`config.mk`:
```
export PLATFORM = sky130hd
export DESIGN_NAME = swept_box_pair_collision_scan_unit
export DESIGN_NICKNAME = d
export VERILOG_FILES = /design/src/sbpcs_pkg.sv /design/src/sbpcs_datapath.sv /design/src/sbpcs_controller.sv /design/src/swept_box_pair_collision_scan_unit.sv
export VERILOG_INCLUDE_DIRS = /design/src /design/src/src
export SDC_FILE = /design/constraint.sdc
export NUM_CORES = 2
export LEC_CHECK = 0
export BUFFER_PORTS_ARGS = -buffer_cell sky130_fd_sc_hd__buf_2
export CORE_MARGIN = 2
export CORE_UTILIZATION = 59
export DETAILED_ROUTE_END_ITERATION = 10
export PLACE_DENSITY = 0.84
export SYNTH_ARGS = -nofsm -noshare
export SYNTH_HDL_FRONTEND = slang
export SYNTH_SLANG_ARGS = --single-unit
```
`constraint.sdc`:
```
create_clock -name clk -period 9.9 [get_ports clk]
set_input_delay 0.99 -clock clk [delete_from_list [all_inputs] [get_ports clk]]
set_output_delay 0.99 -clock clk [all_outputs]
set_load 0.01 [all_outputs]
```
`src/swept_box_pair_collision_scan_unit_assert.svh`:
```
// Assertion macros for the swept box pair collision scan unit.
`ifndef SWEPT_BOX_PAIR_COLLISION_SCAN_UNIT_ASSERT_SVH
`define SWEPT_BOX_PAIR_COLLISION_SCAN_UNIT_ASSERT_SVH

// Same-cycle implication, disabled while reset is high.
`define SBPCS_ASSERT_SAME(name, clk_s, rst_s, ante, cons) \
  name: assert property (@(posedge clk_s) disable iff (rst_s) (ante) |-> (cons)) \
    else $error("sbpcs assertion violated");

// Next-cycle implication, disabled while reset is high.
`define SBPCS_ASSERT_NEXT(name, clk_s, rst_s, ante, cons) \
  name: assert property (@(posedge clk_s) disable iff (rst_s) (ante) |=> (cons)) \
    else $error("sbpcs assertion violated");

`endif

```
`src/sbpcs_pkg.sv`:
```
// Shared constants, types and control structs of the swept box pair scan.
`default_nettype none

package sbpcs_pkg;

  localparam int MAX_ACTORS = 8;
  localparam int COORD_BITS = 16;
  localparam int WIDTH_BITS = 8;

  localparam int IDX_W     = $clog2(MAX_ACTORS);
  localparam int CNT_W     = $clog2(MAX_ACTORS + 1);
  localparam int OUT_IDX_W = 3;
  localparam int SPAN_W    = COORD_BITS + WIDTH_BITS + 1;

  typedef enum logic [1:0] {
    ST_IDLE,
    ST_SCAN,
    ST_DRAIN,
    ST_FINISH
  } state_t;

  typedef struct packed {
    logic signed [COORD_BITS-1:0] x_now;
    logic signed [COORD_BITS-1:0] x_before;
    logic signed [COORD_BITS-1:0] y_now;
    logic signed [COORD_BITS-1:0] y_before;
    logic [WIDTH_BITS-1:0]        box_width;
    logic                         is_active;
    logic                         has_box;
  } actor_rec_t;

  // Controller to datapath commands.
  typedef struct packed {
    logic             load;
    logic             issue;
    logic [IDX_W-1:0] rd_a;
    logic [IDX_W-1:0] rd_b;
    logic             finish;
  } ctrl_cmd_t;

  // Datapath to controller status.
  typedef struct packed {
    logic [CNT_W-1:0] count;
  } dp_status_t;

endpackage

`default_nettype wire

```
`src/sbpcs_datapath.sv`:
```
// Datapath: actor record store, pair overlap test, pending pair and result registers.
`default_nettype none

module sbpcs_datapath (
  input  wire logic                                  clk,
  input  wire logic                                  rst,
  input  wire sbpcs_pkg::ctrl_cmd_t                  cmd,
  output sbpcs_pkg::dp_status_t                      status,
  input  wire logic signed [sbpcs_pkg::COORD_BITS-1:0] x_now,
  input  wire logic signed [sbpcs_pkg::COORD_BITS-1:0] x_before,
  input  wire logic signed [sbpcs_pkg::COORD_BITS-1:0] y_now,
  input  wire logic signed [sbpcs_pkg::COORD_BITS-1:0] y_before,
  input  wire logic [sbpcs_pkg::WIDTH_BITS-1:0]      box_width,
  input  wire logic                                  is_active,
  input  wire logic                                  has_box,
  output logic                                       strobe,
  output logic [sbpcs_pkg::OUT_IDX_W-1:0]            first_index,
  output logic [sbpcs_pkg::OUT_IDX_W-1:0]            second_index,
  output logic                                       pair_valid,
  output logic                                       dropped_actors,
  output logic                                       last_result
);
  import sbpcs_pkg::*;

  actor_rec_t       store [MAX_ACTORS];
  actor_rec_t       rd_a;
  actor_rec_t       rd_b;
  logic [CNT_W-1:0] count;
  logic             overflow;
  logic             room;
  logic             pipe_valid;
  logic [IDX_W-1:0] pipe_a;
  logic [IDX_W-1:0] pipe_b;
  logic             pend_valid;
  logic [IDX_W-1:0] pend_a;
  logic [IDX_W-1:0] pend_b;
  logic             hit;

  logic signed [COORD_BITS-1:0] ax_lo, ax_hi, bx_lo, bx_hi;
  logic signed [COORD_BITS-1:0] ay_lo, ay_hi, by_lo, by_hi;
  logic signed [SPAN_W-1:0]     axl, axh, bxl, bxh;

  assign room         = (count != CNT_W'(MAX_ACTORS));
  assign status.count = count;

  // Record store: one write port, two registered read ports.
  always_ff @(posedge clk) begin
    if (cmd.load && room) begin
      store[count[IDX_W-1:0]] <= '{x_now: x_now, x_before: x_before, y_now: y_now,
                                   y_before: y_before, box_width: box_width,
                                   is_active: is_active, has_box: has_box};
    end
    if (cmd.issue) begin
      rd_a <= store[cmd.rd_a];
      rd_b <= store[cmd.rd_b];
    end
  end

  always_comb begin
    ax_lo = (rd_a.x_now < rd_a.x_before) ? rd_a.x_now : rd_a.x_before;
    ax_hi = (rd_a.x_now < rd_a.x_before) ? rd_a.x_before : rd_a.x_now;
    bx_lo = (rd_b.x_now < rd_b.x_before) ? rd_b.x_now : rd_b.x_before;
    bx_hi = (rd_b.x_now < rd_b.x_before) ? rd_b.x_before : rd_b.x_now;
    ay_lo = (rd_a.y_now < rd_a.y_before) ? rd_a.y_now : rd_a.y_before;
    ay_hi = (rd_a.y_now < rd_a.y_before) ? rd_a.y_before : rd_a.y_now;
    by_lo = (rd_b.y_now < rd_b.y_before) ? rd_b.y_now : rd_b.y_before;
    by_hi = (rd_b.y_now < rd_b.y_before) ? rd_b.y_before : rd_b.y_now;
    // Swept x span ends at max x plus width minus one, formed wide.
    axl = SPAN_W'(ax_lo);
    bxl = SPAN_W'(bx_lo);
    axh = SPAN_W'(ax_hi) + SPAN_W'($signed({1'b0, rd_a.box_width})) - SPAN_W'(1);
    bxh = SPAN_W'(bx_hi) + SPAN_W'($signed({1'b0, rd_b.box_width})) - SPAN_W'(1);
    hit = rd_a.is_active && rd_a.has_box && rd_b.is_active && rd_b.has_box &&
          !(bxl > axh || bxh < axl) && !(by_lo > ay_hi || by_hi < ay_lo);
  end

  always_ff @(posedge clk) begin
    if (rst) begin
      count      <= '0;
      overflow   <= 1'b0;
      pipe_valid <= 1'b0;
      pend_valid <= 1'b0;
      strobe     <= 1'b0;
    end else begin
      strobe     <= 1'b0;
      pipe_valid <= cmd.issue;
      pipe_a     <= cmd.rd_a;
      pipe_b     <= cmd.rd_b;
      if (cmd.load) begin
        if (room) begin
          count <= count + CNT_W'(1);
        end else begin
          overflow <= 1'b1;
        end
      end
      // Hold one hit back so the frame's final result can be marked.
      if (pipe_valid && hit) begin
        if (pend_valid) begin
          strobe         <= 1'b1;
          first_index    <= OUT_IDX_W'(pend_a);
          second_index   <= OUT_IDX_W'(pend_b);
          pair_valid     <= 1'b1;
          dropped_actors <= 1'b0;
          last_result    <= 1'b0;
        end
        pend_valid <= 1'b1;
        pend_a     <= pipe_a;
        pend_b     <= pipe_b;
      end
      if (cmd.finish) begin
        strobe         <= 1'b1;
        first_index    <= pend_valid ? OUT_IDX_W'(pend_a) : '0;
        second_index   <= pend_valid ? OUT_IDX_W'(pend_b) : '0;
        pair_valid     <= pend_valid;
        dropped_actors <= overflow;
        last_result    <= 1'b1;
        pend_valid     <= 1'b0;
        count          <= '0;
        overflow       <= 1'b0;
      end
    end
  end

endmodule

`default_nettype wire

```
`src/sbpcs_controller.sv`:
```
// Controller: load acceptance and pair enumeration state machine.
`default_nettype none

module sbpcs_controller (
  input  wire logic                    clk,
  input  wire logic                    rst,
  input  wire logic                    start,
  input  wire logic                    last_actor,
  input  wire sbpcs_pkg::dp_status_t   status,
  output sbpcs_pkg::ctrl_cmd_t         cmd,
  output logic                         busy
);
  import sbpcs_pkg::*;

  state_t           state, state_next;
  logic [IDX_W-1:0] i, i_next;
  logic [IDX_W-1:0] j, j_next;
  logic [CNT_W-1:0] j_inc;
  logic [CNT_W-1:0] i_skip;

  always_ff @(posedge clk) begin
    if (rst) begin
      state <= ST_IDLE;
    end else begin
      state <= state_next;
    end
  end

  always_ff @(posedge clk) begin
    i <= i_next;
    j <= j_next;
  end

  assign j_inc  = CNT_W'(j) + CNT_W'(1);
  assign i_skip = CNT_W'(i) + CNT_W'(2);
  assign busy   = (state != ST_IDLE);

  always_comb begin
    state_next = state;
    i_next     = i;
    j_next     = j;
    cmd        = '0;
    unique case (state)
      ST_IDLE: begin
        cmd.load = start;
        if (start && last_actor) begin
          state_next = ST_SCAN;
          i_next     = '0;
          j_next     = IDX_W'(1);
        end
      end
      ST_SCAN: begin
        if (CNT_W'(j) < status.count) begin
          cmd.issue = 1'b1;
          cmd.rd_a  = i;
          cmd.rd_b  = j;
          // Advance along the row, then to the next row's first partner.
          if (j_inc < status.count) begin
            j_next = j_inc[IDX_W-1:0];
          end else if (i_skip < status.count) begin
            i_next = i + IDX_W'(1);
            j_next = i_skip[IDX_W-1:0];
          end else begin
            state_next = ST_DRAIN;
          end
        end else begin
          state_next = ST_DRAIN;
        end
      end
      ST_DRAIN: begin
        state_next = ST_FINISH;
      end
      ST_FINISH: begin
        cmd.finish = 1'b1;
        state_next = ST_IDLE;
      end
      default: begin
        state_next = ST_IDLE;
      end
    endcase
  end

endmodule

`default_nettype wire

```
`src/swept_box_pair_collision_scan_unit.sv`:
```
// Top level of the swept box pair collision scan unit.
//
// Usage: present one actor record with start high; it is taken at an edge
// where busy is low. Each non-final record is written to the store and busy stays
// low. A record with last_actor high starts the scan of all pairs i<j over
// the records stored this frame (up to MAX_ACTORS; later ones are dropped).
// The scan reads one pair per cycle from the record store, and busy stays high
// through the scan and the drain and finish states that follow it.
// Results: each colliding pair appears on the result ports for one cycle with
// strobe high; the last result of the frame carries last_result and the
// dropped flag, and is on the ports in the first cycle that busy is low. A
// frame with no hits gives one result with pair_valid low. The receiver cannot
// stall: results must be taken as they appear.
// Reset: synchronous, active high; clears the load count, the dropped flag and
// the control state. The record store itself is not cleared.
`default_nettype none

`include "swept_box_pair_collision_scan_unit_assert.svh"

module swept_box_pair_collision_scan_unit (
  input  wire logic                                    clk,
  input  wire logic                                    rst,
  input  wire logic                                    start,
  output logic                                         busy,
  input  wire logic signed [sbpcs_pkg::COORD_BITS-1:0] x_now,
  input  wire logic signed [sbpcs_pkg::COORD_BITS-1:0] x_before,
  input  wire logic signed [sbpcs_pkg::COORD_BITS-1:0] y_now,
  input  wire logic signed [sbpcs_pkg::COORD_BITS-1:0] y_before,
  input  wire logic [sbpcs_pkg::WIDTH_BITS-1:0]        box_width,
  input  wire logic                                    is_active,
  input  wire logic                                    has_box,
  input  wire logic                                    last_actor,
  output logic                                         strobe,
  output logic [sbpcs_pkg::OUT_IDX_W-1:0]              first_index,
  output logic [sbpcs_pkg::OUT_IDX_W-1:0]              second_index,
  output logic                                         pair_valid,
  output logic                                         dropped_actors,
  output logic                                         last_result
);
  import sbpcs_pkg::*;

  ctrl_cmd_t  cmd;
  dp_status_t status;

  sbpcs_controller u_ctrl (
    .clk        (clk),
    .rst        (rst),
    .start      (start),
    .last_actor (last_actor),
    .status     (status),
    .cmd        (cmd),
    .busy       (busy)
  );

  sbpcs_datapath u_dp (
    .clk            (clk),
    .rst            (rst),
    .cmd            (cmd),
    .status         (status),
    .x_now          (x_now),
    .x_before       (x_before),
    .y_now          (y_now),
    .y_before       (y_before),
    .box_width      (box_width),
    .is_active      (is_active),
    .has_box        (has_box),
    .strobe         (strobe),
    .first_index    (first_index),
    .second_index   (second_index),
    .pair_valid     (pair_valid),
    .dropped_actors (dropped_actors),
    .last_result    (last_result)
  );

  `SBPCS_ASSERT_SAME(a_empty_is_final, clk, rst, strobe && !pair_valid, last_result)
  `SBPCS_ASSERT_SAME(a_drop_only_final, clk, rst, strobe && !last_result, !dropped_actors)
  `SBPCS_ASSERT_SAME(a_pair_ordered, clk, rst, strobe && pair_valid, first_index < second_index)
  `SBPCS_ASSERT_SAME(a_final_after_scan, clk, rst, strobe && last_result, !busy)
  `SBPCS_ASSERT_NEXT(a_scan_starts, clk, rst, start && !busy && last_actor, busy)

endmodule

`default_nettype wire
```
==> results.ini <==
[yosys]
synthesis.area_um2 = 41100
yosys.area.top_type = edfxtp_1
ys_warn_count = 0
synth_top_area_share_pct = 56.0
synth_nets = 3493
yosys-top-cells-count = edfxtp_1 (767), mux2_2 (470), nor2_1 (370)
synth_edf_count = 767
synth_area_leaders = edfxtp_1 (56%), mux2_2 (13%), a221oi_1 (6.3%)
ys_seq_elements = 777
yosysMostFrequentCell = edfxtp_1
seq_area_frac_synth_pct = 56.5
ys_types = 78
synthArstFlopShare_pct = 0
ys.flop_type = edfxtp_1
syn_inst = 3237
syn_area_per_cell_um2 = 12.7

[final_layout]
design_area_um2 = 45100
fill_cells = 4682
drive_gt1_share_pct = 23.0
areaGrowthSynthToFinish_pct = 9.54
fin_nets = 3496

[floorplan]
ios = 89
dieWidth_um = 268
die_area_um2 = 71900
core-area_um2 = 68800
start_util_pct = 59.8
rows = 96
die_h_um = 268

[pwr]
p_per_area_nw_per_um2 = 310
power_w = 0.0140
p_leak_nw = 15.9
ir_drop_mv = 0.267

[timing]
period_needed_ns = 8.51
worst_pin_slew_ns = 1.21
hold_violations = 0
tns_ns = 0
setup_viol = 0
slew_violations = 0
rsz0062_at_grt = false
fmax_ghz = 0.118
fin_crit_sh_pct = 85.9
skew_ns = 0.0280
slew_headroom_pct = 18.5

[cts]
clockRootBuffer = clkbuf_16
cts_buffers = 79
clock_sinks = 777
path_clk_slew_ns = 0.06
cts_tree = yes
cts_setup_buffers = 0
insertion_delay_ns = 0.66
ctsResizeCount = 0
htree_num_levels = 3
cts_hold_buffers = 0
clockBufferDepth = 3

[routing]
wl_per_cell_um = 27.3
drc = 0
antenna_left = 0
wl_um = 116000
dr.pass1.iters = 6
drtIter0Drc = 3755
vias = 29315
routed_via_density = 6.92

[setup_path]
cp-start-kind = flop
arrival_ns = 8.77
r2r_cells = 28
crit_fanout = 24
worst-setup-path-type = reg2reg
worstReg2RegEnd = u_dp.second_index[0]
regToRegStartpoint = u_dp.rd_b[51]
max_stage_delay_ns = 0.72
endpoint = u_dp.second_index[0]
path_common_cell = ha_1
cpMaxStageDelayCell = mux2i_4
end_kind = flop
r2r_slack_ns = 1.39
crit_start = u_dp.rd_b[51]
required_ns = 10.16

[placed_design]
dpl.hpwl_um = 68100
routabilityCongestion = 1.00
placed_area_um2 = 42500
port_buffers = 88

[global_routing]
grtUsageMet1_pct = 42.8
grt.met2_usage_pct = 50.6
grt_usage_pct = 32.0
grt-busiest-layer = met2
grt_pass1_vias = 28791
grt_util_met3_pct = 6.89
grt_pass1_wl_um = 173000
grt_max_degree = 152
grt_overflow = 0
antenna_found_initial = 8

[min_path]
min-delay-start = u_dp.pipe_b[0]
hp-class = reg2reg

[job]
drv_cap = 0

[outcome]
status = complete, no violations

sequential cells by signal, indices dropped and copies added, names as in the netlist, 2 cells and up:
signal / cells
u_dp.rd_a: 74
u_dp.pend_b: 3
u_dp.second_index: 3
u_ctrl.j: 3
u_dp.rd_b: 74
u_dp.store: 592
u_dp.status: 4
u_ctrl.i: 3
u_ctrl.state: 2
u_dp.pipe_b: 3
u_dp.pend_a: 3
u_dp.first_index: 3
u_dp.pipe_a: 3
worst max-delay path: cells and delay by family (launching register included):
kind	cells	cell delay, ns
AO/OA/AOI/OAI	12	3.93
multiplexers	3	1.31
adder cells (fa/ha/maj)	4	1.14
AND/OR/NAND/NOR	7	1.03
flip-flops	1	0.48
buffers and inverters	2	0.25
worst min path at each step:
| stage | end | slack [ns] | cells past startpoint |
|---|---|---|---|
| 2_1_floorplan | u_dp.pend_a[0] | 0.40 | 0 |
| 3_3_place_gp | u_dp.pend_a[0] | 0.40 | 0 |
| 3_5_place_dp | u_dp.pend_b[0] | 0.41 | 0 |
| 4_1_cts | u_dp.pend_b[0] | 0.42 | 0 |
| 5_1_grt | u_dp.pend_b[2] | 0.45 | 0 |
| 6_report | u_dp.pend_b[0] | 0.42 | 0 |
cells in the final DEF, fill, tap and decap left out, types with 7 or more instances in the layout:
master | Yosys | routed
edfxtp_1 | 767 | 767
clkinv_1 | 0 | 17
mux2i_1 | 53 | 51
a21oi_1 | 227 | 227
xnor2_1 | 39 | 38
buf_4 | 1 | 39
xor2_1 | 23 | 23
nor2_1 | 370 | 363
nor3_1 | 22 | 20
o21ai_1 | 15 | 12
nor2b_1 | 9 | 8
clkinv_2 | 0 | 10
and3_1 | 11 | 11
nand3_1 | 39 | 39
a221oi_1 | 297 | 297
a21o_1 | 41 | 41
inv_1 | 94 | 94
nand2_1 | 107 | 101
o21ai_0 | 77 | 76
nor2_4 | 0 | 7
and2_1 | 14 | 14
ha_1 | 176 | 176
o21a_1 | 10 | 10
a31oi_1 | 12 | 12
dfxtp_1 | 10 | 10
nand4_1 | 29 | 29
mux2_2 | 470 | 470
clkbuf_16 | 0 | 82
clkbuf_1 | 149 | 17
a211oi_1 | 18 | 18
nand2b_1 | 18 | 18
buf_2 | 27 | 88
power breakdown:
part	leakage [nW]	switching (W)	internal, W
Clock	1.25	0.00128	0.00170
Combinational	7.59	0.00417	0.00242
Sequential	7.04	0.000259	0.00417
Total	15.9	0.00571	0.00829
cell families (layout without fill, tap and decap cells):
group           after synthesis  count (layout)  synth area share (%)
fa+ha+maj                   178             178                  5.45
xor+xnor                     63              63                  1.36
other cells                   0               6                     0
flops                       777             777                  56.5
simple gates                646             646                  6.89
compound gates              742             742                  12.7
buf+inv                     305             369                  2.90
mux                         526             526                  14.3
layout make-up:
cell class                      count  area (um^2)  area share (%)
Sequential cell                   777        23200            51.5
Clock buffer                      101         2140            4.76
Inverter                           95          362           0.802
Clock inverter                     41          408           0.905
Antenna cell                        6         15.0          0.0333
Tap cell                          931         1160            2.58
Multi-Input combinational cell   2155        16900            37.5
Timing Repair Buffer              132          833            1.85
layer usage:
| metal | share of wire (%) | wire length (um) |
|---|---|---|
| met1 | 38 | 43400 |
| met2 | 46 | 53500 |
| met3 | 13 | 14500 |
| met4 | 3.7 | 4280 |
| met5 | 0.032 | 37 |
stage by stage:
step	util, %	worst slack (ns)	hold slack (ns)	instances
2_1_floorplan	-	2.61	0.400	3237
3_3_place_gp	61.8	1.69	0.401	4090
3_5_place_dp	61.8	1.55	0.406	4090
4_1_cts	65.5	1.49	0.419	4232
5_1_grt	65.5	0.839	0.450	4235
6_report	65.5	1.39	0.422	4238
Power figures use the tool's default switching activity.
